### src/design/jmhp_pkg.sv
// shared types and constants for the jpeg marker and header parser
`default_nettype none

package jmhp_pkg;

	// marker bytes
	localparam logic [7:0] MARKER_PREFIX = 8'hFF;
	localparam logic [7:0] MARKER_SOI    = 8'hD8;
	localparam logic [7:0] MARKER_EOI    = 8'hD9;
	localparam logic [7:0] MARKER_SOS    = 8'hDA;
	localparam logic [7:0] MARKER_SOF0   = 8'hC0;
	localparam logic [7:0] MARKER_SOF3   = 8'hC3;
	localparam logic [7:0] MARKER_APP0   = 8'hE0;
	localparam logic [7:0] MARKER_RST0   = 8'hD0;
	localparam logic [7:0] MARKER_RST7   = 8'hD7;
	localparam logic [7:0] MARKER_TEM    = 8'h01;

	// fixed field lengths and limits
	localparam logic [15:0] SOF_FIXED_LEN  = 16'd8;
	localparam logic [15:0] APP0_FIXED_LEN = 16'd14;
	localparam logic [15:0] MIN_SEG_LEN    = 16'd2;
	localparam logic [3:0]  JFIF_TAG_LEN   = 4'd5;
	localparam logic [7:0]  MAX_UNITS      = 8'd2;

	// field offsets inside fixed header parts
	localparam logic [3:0] SOF_OFF_PREC   = 4'd0;
	localparam logic [3:0] SOF_OFF_HGT_HI = 4'd1;
	localparam logic [3:0] SOF_OFF_HGT_LO = 4'd2;
	localparam logic [3:0] SOF_OFF_WID_HI = 4'd3;
	localparam logic [3:0] SOF_OFF_WID_LO = 4'd4;
	localparam logic [3:0] SOF_OFF_COUNT  = 4'd5;
	localparam logic [3:0] SOF_OFF_LAST   = 4'd7;
	localparam logic [3:0] APP_OFF_UNITS  = 4'd7;
	localparam logic [3:0] APP_OFF_X_HI   = 4'd8;
	localparam logic [3:0] APP_OFF_X_LO   = 4'd9;
	localparam logic [3:0] APP_OFF_LAST   = 4'd13;

	// result status codes
	localparam logic [2:0] ST_OK          = 3'd0;
	localparam logic [2:0] ST_NOT_JPEG    = 3'd1;
	localparam logic [2:0] ST_TRUNC_SOF   = 3'd2;
	localparam logic [2:0] ST_MISSING_SOF = 3'd3;
	localparam logic [2:0] ST_MISSING_EOI = 3'd4;

	typedef struct packed {
		logic [7:0] data_byte;
		logic       end_of_file;
	} in_item_t;

	typedef struct packed {
		logic [2:0]  status;
		logic [7:0]  sample_precision;
		logic [15:0] image_height;
		logic [15:0] image_width;
		logic [7:0]  component_count;
		logic [1:0]  coding_kind;
		logic        density_valid;
		logic [1:0]  density_units;
		logic [15:0] x_density;
	} out_item_t;

	// "JFIF\0" identifier bytes
	function automatic logic [7:0] jfif_tag_byte(input logic [2:0] idx);
		logic [7:0] val;
		case (idx)
			3'd0: val = 8'h4A;
			3'd1: val = 8'h46;
			3'd2: val = 8'h49;
			3'd3: val = 8'h46;
			3'd4: val = 8'h00;
			default: val = 8'h00;
		endcase
		return val;
	endfunction

endpackage

`default_nettype wire

### src/design/jmhp_in_if.sv
// request channel carrying file bytes into the parser
`default_nettype none

interface jmhp_in_if;
	logic               valid;
	logic               ready;
	jmhp_pkg::in_item_t item;

	modport source (output valid, output item, input ready);
	modport sink (input valid, input item, output ready);
endinterface

`default_nettype wire

### src/design/jmhp_out_if.sv
// request channel carrying one parse result per file
`default_nettype none

interface jmhp_out_if;
	logic                valid;
	logic                ready;
	jmhp_pkg::out_item_t item;

	modport source (output valid, output item, input ready);
	modport sink (input valid, input item, output ready);
endinterface

`default_nettype wire

### src/design/jpeg_marker_header_parser.sv
// top level: byte-serial jpeg marker walker with frame and jfif density capture
//
// channel     dir  handshake     payload
// file_data   in   valid/ready   data_byte[7:0], end_of_file
// result      out  valid/ready   status, frame header fields, jfif density
//
// one byte per cycle sustained while no waiting result holds the walker; a byte waits in
// the input register and its result, if any, is written to the result register as it advances
// the byte walker is a single registered state update per byte, no iteration
// arst_n clears the parse state and both valid flags; payload regs are not reset
// a result request still waiting holds the walker only on a byte that gives the
// next result; the input register then fills and file_data.ready drops until
// the waiting result request is taken
`default_nettype none

module jpeg_marker_header_parser (
	input  wire logic   clk,
	input  wire logic   arst_n,
	jmhp_in_if.sink     file_data,
	jmhp_out_if.source  result
);

	typedef enum logic [3:0] {
		P_START1,
		P_START2,
		P_SEEK,
		P_MARKER,
		P_LEN_HI,
		P_LEN_LO,
		P_SOF,
		P_APP0,
		P_SKIP,
		P_SKIPSCAN,
		P_SCAN,
		P_SCAN_FF,
		P_DONE
	} phase_t;

	// input register
	logic               valid_s1;
	jmhp_pkg::in_item_t item_s1;

	// result register
	logic                out_valid_q;
	jmhp_pkg::out_item_t out_item_q;

	// parse state
	phase_t      phase_q;
	logic [15:0] remain_q;
	logic [7:0]  len_hi_q;
	logic [7:0]  marker_q;
	logic [3:0]  offset_q;
	logic        jfif_match_q;
	logic [7:0]  units_q;
	logic [15:0] pend_x_q;
	logic [7:0]  pend_prec_q;
	logic [15:0] pend_height_q;
	logic [15:0] pend_width_q;
	logic [7:0]  pend_count_q;
	logic [7:0]  cap_prec_q;
	logic [15:0] cap_height_q;
	logic [15:0] cap_width_q;
	logic [7:0]  cap_count_q;
	logic [1:0]  cap_kind_q;
	logic        cap_dens_valid_q;
	logic [1:0]  cap_units_q;
	logic [15:0] cap_x_q;
	logic        found_frame_q;
	logic        found_end_q;
	logic        given_q;

	// next values
	phase_t      phase_n;
	logic [15:0] remain_n;
	logic [7:0]  len_hi_n;
	logic [7:0]  marker_n;
	logic [3:0]  offset_n;
	logic        jfif_match_n;
	logic [7:0]  units_n;
	logic [15:0] pend_x_n;
	logic [7:0]  pend_prec_n;
	logic [15:0] pend_height_n;
	logic [15:0] pend_width_n;
	logic [7:0]  pend_count_n;
	logic [7:0]  cap_prec_n;
	logic [15:0] cap_height_n;
	logic [15:0] cap_width_n;
	logic [7:0]  cap_count_n;
	logic [1:0]  cap_kind_n;
	logic        cap_dens_valid_n;
	logic [1:0]  cap_units_n;
	logic [15:0] cap_x_n;
	logic        found_frame_n;
	logic        found_end_n;
	logic        given_n;

	logic                res_fire;
	logic [2:0]          res_status;
	jmhp_pkg::out_item_t res_item;

	logic        advance;
	logic [7:0]  b;
	logic [15:0] seg_len;
	logic [15:0] seg_data;
	logic [15:0] remain_dec;
	logic        tag_hit;

	// the walker advances when its byte is present and any result it gives has a free slot
	assign advance         = valid_s1 && (!res_fire || !out_valid_q || result.ready);
	assign file_data.ready = !valid_s1 || advance;
	assign result.valid    = out_valid_q;
	assign result.item     = out_item_q;

	assign b          = item_s1.data_byte;
	assign seg_len    = {len_hi_q, b};
	assign seg_data   = seg_len - jmhp_pkg::MIN_SEG_LEN;
	assign remain_dec = remain_q - 16'd1;
	assign tag_hit    = (b == jmhp_pkg::jfif_tag_byte(offset_q[2:0]));

	always_comb begin
		phase_n          = phase_q;
		remain_n         = remain_q;
		len_hi_n         = len_hi_q;
		marker_n         = marker_q;
		offset_n         = offset_q;
		jfif_match_n     = jfif_match_q;
		units_n          = units_q;
		pend_x_n         = pend_x_q;
		pend_prec_n      = pend_prec_q;
		pend_height_n    = pend_height_q;
		pend_width_n     = pend_width_q;
		pend_count_n     = pend_count_q;
		cap_prec_n       = cap_prec_q;
		cap_height_n     = cap_height_q;
		cap_width_n      = cap_width_q;
		cap_count_n      = cap_count_q;
		cap_kind_n       = cap_kind_q;
		cap_dens_valid_n = cap_dens_valid_q;
		cap_units_n      = cap_units_q;
		cap_x_n          = cap_x_q;
		found_frame_n    = found_frame_q;
		found_end_n      = found_end_q;
		given_n          = given_q;
		res_fire         = 1'b0;
		res_status       = jmhp_pkg::ST_OK;

		case (phase_q)
			P_START1: begin
				if (b == jmhp_pkg::MARKER_PREFIX) begin
					phase_n = P_START2;
				end else begin
					res_fire   = 1'b1;
					res_status = jmhp_pkg::ST_NOT_JPEG;
				end
			end
			P_START2: begin
				if (b == jmhp_pkg::MARKER_SOI) begin
					phase_n = P_SEEK;
				end else begin
					res_fire   = 1'b1;
					res_status = jmhp_pkg::ST_NOT_JPEG;
				end
			end
			P_SEEK: begin
				if (b == jmhp_pkg::MARKER_PREFIX) begin
					phase_n = P_MARKER;
				end
			end
			P_MARKER: begin
				// fill bytes keep us here
				if (b == jmhp_pkg::MARKER_PREFIX) begin
					phase_n = P_MARKER;
				end else if (b == jmhp_pkg::MARKER_EOI) begin
					found_end_n = 1'b1;
					res_fire    = 1'b1;
					res_status  = found_frame_q ? jmhp_pkg::ST_OK
						: jmhp_pkg::ST_MISSING_SOF;
				end else if (b == jmhp_pkg::MARKER_TEM ||
						(b >= jmhp_pkg::MARKER_RST0 && b <= jmhp_pkg::MARKER_RST7)) begin
					// standalone marker, no length follows
					phase_n = P_SEEK;
				end else begin
					marker_n = b;
					phase_n  = P_LEN_HI;
				end
			end
			P_LEN_HI: begin
				len_hi_n = b;
				phase_n  = P_LEN_LO;
			end
			P_LEN_LO: begin
				if (seg_len < jmhp_pkg::MIN_SEG_LEN) begin
					res_fire   = 1'b1;
					res_status = found_frame_q ? jmhp_pkg::ST_MISSING_EOI
						: jmhp_pkg::ST_MISSING_SOF;
				end else begin
					remain_n = seg_data;
					offset_n = 4'd0;
					if (marker_q >= jmhp_pkg::MARKER_SOF0 &&
							marker_q <= jmhp_pkg::MARKER_SOF3) begin
						if (seg_data < jmhp_pkg::SOF_FIXED_LEN) begin
							res_fire   = 1'b1;
							res_status = jmhp_pkg::ST_TRUNC_SOF;
						end else begin
							phase_n = P_SOF;
						end
					end else if (marker_q == jmhp_pkg::MARKER_APP0 &&
							seg_data >= jmhp_pkg::APP0_FIXED_LEN) begin
						jfif_match_n = 1'b0;
						phase_n      = P_APP0;
					end else if (marker_q == jmhp_pkg::MARKER_SOS) begin
						phase_n = (seg_data == 16'd0) ? P_SCAN : P_SKIPSCAN;
					end else begin
						phase_n = (seg_data == 16'd0) ? P_SEEK : P_SKIP;
					end
				end
			end
			P_SOF: begin
				case (offset_q)
					jmhp_pkg::SOF_OFF_PREC:   pend_prec_n = b;
					jmhp_pkg::SOF_OFF_HGT_HI: pend_height_n[15:8] = b;
					jmhp_pkg::SOF_OFF_HGT_LO: pend_height_n[7:0] = b;
					jmhp_pkg::SOF_OFF_WID_HI: pend_width_n[15:8] = b;
					jmhp_pkg::SOF_OFF_WID_LO: pend_width_n[7:0] = b;
					jmhp_pkg::SOF_OFF_COUNT:  pend_count_n = b;
					default: pend_count_n = pend_count_q;
				endcase
				remain_n = remain_dec;
				offset_n = offset_q + 4'd1;
				if (offset_q >= jmhp_pkg::SOF_OFF_LAST) begin
					// frame header complete, coding kind from the marker
					cap_prec_n    = pend_prec_q;
					cap_height_n  = pend_height_q;
					cap_width_n   = pend_width_q;
					cap_count_n   = pend_count_q;
					cap_kind_n    = marker_q[1:0];
					found_frame_n = 1'b1;
					phase_n       = (remain_dec == 16'd0) ? P_SEEK : P_SKIP;
				end
			end
			P_APP0: begin
				if (offset_q < jmhp_pkg::JFIF_TAG_LEN) begin
					jfif_match_n = (offset_q == 4'd0) ? tag_hit : (jfif_match_q && tag_hit);
				end else if (offset_q == jmhp_pkg::APP_OFF_UNITS) begin
					units_n = b;
				end else if (offset_q == jmhp_pkg::APP_OFF_X_HI) begin
					pend_x_n = {b, 8'h00};
				end else if (offset_q == jmhp_pkg::APP_OFF_X_LO) begin
					pend_x_n = {pend_x_q[15:8], b};
				end
				remain_n = remain_dec;
				offset_n = offset_q + 4'd1;
				if (offset_q >= jmhp_pkg::APP_OFF_LAST) begin
					if (jfif_match_q && pend_x_q != 16'd0 && units_q <= jmhp_pkg::MAX_UNITS) begin
						cap_dens_valid_n = 1'b1;
						cap_units_n      = units_q[1:0];
						cap_x_n          = pend_x_q;
					end
					phase_n = (remain_dec == 16'd0) ? P_SEEK : P_SKIP;
				end
			end
			P_SKIP: begin
				remain_n = remain_dec;
				if (remain_dec == 16'd0) begin
					phase_n = P_SEEK;
				end
			end
			P_SKIPSCAN: begin
				remain_n = remain_dec;
				if (remain_dec == 16'd0) begin
					phase_n = P_SCAN;
				end
			end
			P_SCAN: begin
				if (b == jmhp_pkg::MARKER_PREFIX) begin
					phase_n = P_SCAN_FF;
				end
			end
			P_SCAN_FF: begin
				// any byte but EOI or a fill FF, such as a stuffed zero or a restart marker, drops back into entropy data
				if (b == jmhp_pkg::MARKER_EOI) begin
					found_end_n = 1'b1;
					res_fire    = 1'b1;
					res_status  = found_frame_q ? jmhp_pkg::ST_OK
						: jmhp_pkg::ST_MISSING_SOF;
				end else if (b != jmhp_pkg::MARKER_PREFIX) begin
					phase_n = P_SCAN;
				end
			end
			P_DONE: begin
				phase_n = P_DONE;
			end
			default: begin
				phase_n = P_DONE;
			end
		endcase

		// an early result parks the walker until end of file
		if (res_fire) begin
			given_n = 1'b1;
			phase_n = P_DONE;
		end

		// end of file: give the closing status unless one went out already
		if (item_s1.end_of_file && !given_n) begin
			res_fire = 1'b1;
			if (phase_n == P_START1 || phase_n == P_START2) begin
				res_status = jmhp_pkg::ST_NOT_JPEG;
			end else if (phase_n == P_SOF) begin
				res_status = jmhp_pkg::ST_TRUNC_SOF;
			end else if (!found_frame_n) begin
				res_status = jmhp_pkg::ST_MISSING_SOF;
			end else begin
				res_status = found_end_n ? jmhp_pkg::ST_OK : jmhp_pkg::ST_MISSING_EOI;
			end
		end

		// not-jpeg results carry zeroed fields
		res_item.status = res_status;
		if (res_status == jmhp_pkg::ST_NOT_JPEG) begin
			res_item.sample_precision = 8'd0;
			res_item.image_height     = 16'd0;
			res_item.image_width      = 16'd0;
			res_item.component_count  = 8'd0;
			res_item.coding_kind      = 2'd0;
			res_item.density_valid    = 1'b0;
			res_item.density_units    = 2'd0;
			res_item.x_density        = 16'd0;
		end else begin
			res_item.sample_precision = cap_prec_n;
			res_item.image_height     = cap_height_n;
			res_item.image_width      = cap_width_n;
			res_item.component_count  = cap_count_n;
			res_item.coding_kind      = cap_kind_n;
			res_item.density_valid    = cap_dens_valid_n;
			res_item.density_units    = cap_units_n;
			res_item.x_density        = cap_x_n;
		end

		// next file starts from the reset state
		if (item_s1.end_of_file) begin
			phase_n          = P_START1;
			remain_n         = 16'd0;
			len_hi_n         = 8'd0;
			marker_n         = 8'd0;
			offset_n         = 4'd0;
			jfif_match_n     = 1'b0;
			units_n          = 8'd0;
			cap_prec_n       = 8'd0;
			cap_height_n     = 16'd0;
			cap_width_n      = 16'd0;
			cap_count_n      = 8'd0;
			cap_kind_n       = 2'd0;
			cap_dens_valid_n = 1'b0;
			cap_units_n      = 2'd0;
			cap_x_n          = 16'd0;
			found_frame_n    = 1'b0;
			found_end_n      = 1'b0;
			given_n          = 1'b0;
		end
	end

	always_ff @(posedge clk or negedge arst_n) begin
		if (!arst_n) begin
			valid_s1         <= 1'b0;
			out_valid_q      <= 1'b0;
			phase_q          <= P_START1;
			remain_q         <= 16'd0;
			len_hi_q         <= 8'd0;
			marker_q         <= 8'd0;
			offset_q         <= 4'd0;
			jfif_match_q     <= 1'b0;
			units_q          <= 8'd0;
			cap_prec_q       <= 8'd0;
			cap_height_q     <= 16'd0;
			cap_width_q      <= 16'd0;
			cap_count_q      <= 8'd0;
			cap_kind_q       <= 2'd0;
			cap_dens_valid_q <= 1'b0;
			cap_units_q      <= 2'd0;
			cap_x_q          <= 16'd0;
			found_frame_q    <= 1'b0;
			found_end_q      <= 1'b0;
			given_q          <= 1'b0;
		end else begin
			// input register
			if (file_data.ready) begin
				valid_s1 <= file_data.valid;
			end

			// result register
			if (advance && res_fire) begin
				out_valid_q <= 1'b1;
			end else if (result.ready) begin
				out_valid_q <= 1'b0;
			end

			if (advance) begin
				phase_q          <= phase_n;
				remain_q         <= remain_n;
				len_hi_q         <= len_hi_n;
				marker_q         <= marker_n;
				offset_q         <= offset_n;
				jfif_match_q     <= jfif_match_n;
				units_q          <= units_n;
				cap_prec_q       <= cap_prec_n;
				cap_height_q     <= cap_height_n;
				cap_width_q      <= cap_width_n;
				cap_count_q      <= cap_count_n;
				cap_kind_q       <= cap_kind_n;
				cap_dens_valid_q <= cap_dens_valid_n;
				cap_units_q      <= cap_units_n;
				cap_x_q          <= cap_x_n;
				found_frame_q    <= found_frame_n;
				found_end_q      <= found_end_n;
				given_q          <= given_n;
			end
		end
	end

	// payload registers, no reset
	always_ff @(posedge clk) begin
		if (file_data.ready && file_data.valid) begin
			item_s1 <= file_data.item;
		end
		if (advance && res_fire) begin
			out_item_q <= res_item;
		end
		if (advance) begin
			pend_x_q      <= pend_x_n;
			pend_prec_q   <= pend_prec_n;
			pend_height_q <= pend_height_n;
			pend_width_q  <= pend_width_n;
			pend_count_q  <= pend_count_n;
		end
	end

endmodule

`default_nettype wire
### src/flat_wrapper.sv
// flat-port wrapper written by rule: the top's interface ports become plain ports
module jpeg_marker_header_parser_flat 
  (clk, arst_n, file_data_valid, file_data_item, file_data_ready, result_valid, result_item, result_ready);
  jmhp_in_if file_data_i ();
  jmhp_out_if result_i ();
  input  wire logic clk;
  input  wire logic arst_n;
  input wire logic [$bits(file_data_i.valid)-1:0] file_data_valid;
  input wire logic [$bits(file_data_i.item)-1:0] file_data_item;
  output wire logic [$bits(file_data_i.ready)-1:0] file_data_ready;
  output wire logic [$bits(result_i.valid)-1:0] result_valid;
  output wire logic [$bits(result_i.item)-1:0] result_item;
  input wire logic [$bits(result_i.ready)-1:0] result_ready;
  assign file_data_i.valid = file_data_valid;
  assign file_data_i.item = file_data_item;
  assign file_data_ready = file_data_i.ready;
  assign result_valid = result_i.valid;
  assign result_item = result_i.item;
  assign result_i.ready = result_ready;
  jpeg_marker_header_parser u_core (.clk(clk), .arst_n(arst_n), .file_data(file_data_i), .result(result_i));
endmodule
### config.mk
export PLATFORM = sky130hd
export DESIGN_NAME = jpeg_marker_header_parser_flat
export DESIGN_NICKNAME = d
export VERILOG_FILES = /design/src/design/jmhp_pkg.sv /design/src/design/jmhp_in_if.sv /design/src/design/jmhp_out_if.sv /design/src/design/jpeg_marker_header_parser.sv /design/src/flat_wrapper.sv
export SDC_FILE = /design/constraint.sdc
export NUM_CORES = 1
export LEC_CHECK = 0
export BUFFER_PORTS_ARGS = -buffer_cell sky130_fd_sc_hd__buf_2
export CORE_MARGIN = 1
export CORE_UTILIZATION = 30
export DETAILED_ROUTE_END_ITERATION = 7
export PLACE_DENSITY = 0.45
export SYNTH_ARGS = -nofsm -noshare
export SYNTH_HDL_FRONTEND = slang
export SYNTH_SLANG_ARGS = --single-unit
export TNS_END_PERCENT = 20
### constraint.sdc
create_clock -name clk -period 9.25 [get_ports clk]
set_input_delay 0 -clock clk [delete_from_list [all_inputs] [get_ports clk]]
set_output_delay 0 -clock clk [all_outputs]
set_load 0.02 [all_outputs]
==> metrics.yaml <==
power:
  p_sw_share_pct: 35.8
  power.internal_uw: 2870
  power.total_uw: 4470
  ir_drop_v: 0.000139
  combPwrFrac_pct: 29.5
  clkPwrFrac_pct: 30.0
  power_density_nw_per_um2: 300
  p_seq_share_pct: 40.4
  leakage_uw: 0.00577
  p_sw_uw: 1600
grt:
  grt_pass1_wl_mm: 55.1
  gr-total-overflow: 0
  antenna_found_initial: 1
  grt_pass1_vias: 9187
  grt_max_degree: 90
  track_usage_pct: 16.4
route:
  drt_wl_total_mm: 35.3
  via_count: 9408
  drt-initial-drc-count: 695
  routedWlPerCell_um: 19.2
  post_drt_via_cell_ratio: 5.11
  drtPass1Iterations: 5
  ant_nets: 0
  drc: 0
floorplan:
  start_util_pct: 30.3
  die_area_um2: 43200
  fp-row-count: 75
  die_y_um: 208
  core_area_um2: 41900
  num_io_pins: 87
  fp.dieW_um: 208
critical_path:
  reg2reg_depth: 11
  path_class: "reg2reg"
  reg2reg_slack_ns: 4.51
  timing.rr.end: "u_core.result.item[11]$_SDFFCE_PN0P_"
  cp_max_fo: 62
  worstSetupEndpointType: "register"
  crit_arrival_ns: 4.90
  rr_startpoint: "u_core.b[1]$_DFFE_PP_"
  startpoint_type: "register"
  cp.required_ns: 9.40
timing:
  finClkSkew_ns: 0.0252
  tightest_slew_ns: 1.04
  setup_viol: 0
  finalMaxSlewViolations: 0
  min_period_ns: 4.74
  slew_headroom_pct: 30.4
  rsz0062_at_grt: "no"
  min_period_over_period_pct: 51.3
  max_freq_mhz: 211
  hold_viol_final: 0
  setup_tns_ns: 0
cts:
  cts_resized: 0
  htreeDepth: 2
  post_cts_buffers: 0
  clk_pin_slew_ns: 0.05
  cts_tree: "built"
  clk_latency_ns: 0.55
  cts_root_buf: "clkbuf_16"
  clock-sinks: 268
  postCtsHoldBufs: 12
  cts_buffers: 34
  cts.path.max_buffers: 3
synth:
  yosysSeqAreaShare_pct: 58.5
  ys_ff_latch: 268
  syn_avg_cell_area_um2: 10.6
  yosysUniqueCellTypes: 79
  synth-edff-count: 145
  synth_ff_type: "edfxtp_1"
  async_flop_share_pct: 45.9
  synthesis.area_um2: 12700
  ys_warn_count: 0
  synth_nets: 1218
  postSynthCellCount: 1196
placed_design:
  place_area_um2: 13600
  dp_hpwl_mm: 21.5
  placed_cells: 1766
  gp_congestion: 0.835
  portBuffers: 86
min_path:
  hp-class: "in2async"
outcome:
  outcome: "completed"
final_layout:
  layout_commonest_cell: "nand2_1"
  area_growth_pct: 17.2
  drive_above_1_share_pct: 16.4
  utilization_pct: 35.6
  finalNonFillerCells: 1840
  n_antenna_cell: 0
  num-nets-final: 1297
  final_cell_mix: "nand2_1 (201), edfxtp_1 (145), dfrtp_1 (123)"
  fin_area_um2: 14900
run:
  timing.max_cap.violations: 0
[cell type report]
class | instances | area, µm²
Timing Repair Buffer | 117 | 696
Clock buffer | 50 | 991
Sequential cell | 268 | 7430
Fill cell | 4184 | 27000
Clock inverter | 12 | 150
Inverter | 20 | 75.1
Tap cell | 539 | 674
Multi-Input combinational cell | 834 | 4870
[power groups by stage]
stage / Clock [µW] / Sequential, µW / Combinational [µW]
after floorplan: 0 / 1940 / 810
after global placement: 0 / 1830 / 1320
after detailed placement: 0 / 1830 / 1330
after CTS: 1380 / 1810 / 1340
after global routing: 1430 / 1850 / 1460
final: 1340 / 1810 / 1320
[cell usage after synthesis, types with 8 or more instances]
cell type / number / area share [%]
a22oi_1: 20 / 1.2
nor2_1: 91 / 2.7
nand3_1: 14 / 0.55
ha_1: 9 / 0.89
nor3_1: 17 / 0.67
buf_2: 14 / 0.55
a21oi_1: 87 / 3.4
edfxtp_1: 145 / 34
clkbuf_1: 44 / 1.3
mux2i_1: 18 / 1.4
o21ai_0: 104 / 4.1
nand2_1: 201 / 5.9
nor2b_1: 11 / 0.54
and3_1: 8 / 0.39
a31oi_1: 10 / 0.49
nor4_1: 16 / 0.79
inv_1: 19 / 0.56
a21boi_0: 50 / 3.0
nand4_1: 10 / 0.49
xnor2_1: 10 / 0.69
mux2_2: 25 / 2.2
dfrtp_1: 123 / 24
and2_1: 16 / 0.79
or3_1: 8 / 0.39
[registers in the layout, summed over array words and instances (netlist names), 4 cells and up]
signal / flops
u_core.offset_q: 4
u_core.cap_x_q: 16
u_core.len_hi_q: 8
u_core.cap_count_q: 8
u_core.pend_count_q: 8
u_core.b: 8
u_core.units_q: 8
u_core.pend_height_q: 16
u_core.pend_x_q: 16
u_core.phase_q: 4
u_core.result.item: 72
u_core.marker_q: 8
u_core.pend_width_q: 16
u_core.cap_width_q: 16
u_core.remain_q: 16
u_core.cap_height_q: 16
u_core.cap_prec_q: 8
u_core.pend_prec_q: 8
[how the worst max path moves through the flow]
| stage | startpoint | to | slack, ns |
|---|---|---|---|
| 6_report | u_core.b[1]$_DFFE_PP_ | u_core.result.item[11]$_SDFFCE_PN0P_ | 4.51 |
| 4_1_cts | u_core.b[1]$_DFFE_PP_ | u_core.result.item[9]$_SDFFCE_PN0P_ | 4.46 |
| 5_1_grt | u_core.b[1]$_DFFE_PP_ | u_core.result.item[11]$_SDFFCE_PN0P_ | 4.12 |
| 3_5_place_dp | u_core.b[1]$_DFFE_PP_ | u_core.result.item[11]$_SDFFCE_PN0P_ | 4.47 |
| 2_1_floorplan | u_core.b[1]$_DFFE_PP_ | u_core.result.item[0]$_SDFFCE_PN0P_ | 2.97 |
| 3_3_place_gp | u_core.b[1]$_DFFE_PP_ | u_core.result.item[11]$_SDFFCE_PN0P_ | 4.67 |
[worst max-delay path, cell delays in order, from the launching register on]
cell and delay, ns:
edfxtp_1 0.67, inv_1 0.32, ha_1 0.36, or4b_4 0.54, nor4_1 0.24, a211oi_1 0.13
nor3b_4 0.35, nand4b_2 0.24, nand3b_1 0.24, nor2_1 0.11, nor2_4 0.32, buf_4 0.74
[kinds of logic after synthesis]
family                     count (synthesis)  synth area share [%]
muxes                                     43                  3.64
adders and majority gates                  9                 0.887
xor gates and xnor gates                  15                  1.03
buffers and inverters                     94                  3.35
DFF                                      268                  58.5
AOI/OAI and AO/OA                        327                  15.9
and+or+nand+nor                          440                  16.6
[per-stage QoR]
stage          worst slack [ns]  hold slack (ns)
3_3_place_gp               4.67            0.178
3_5_place_dp               4.47            0.182
6_report                   4.51            0.167
5_1_grt                    4.12            0.174
2_1_floorplan              2.97           -0.296
4_1_cts                    4.46            0.149
[routing by layer]
layer / GRT usage, % / vias up / part of all wire [%]
li1: - / 4488 / -
met1: 23.1 / 4650 / 48
met2: 25.6 / 219 / 46
met3: 2.39 / 51 / 4.1
met4: 5.70 / 0 / 2.3
met5: 0 / - / 0
Power figures use the tool's default switching activity.
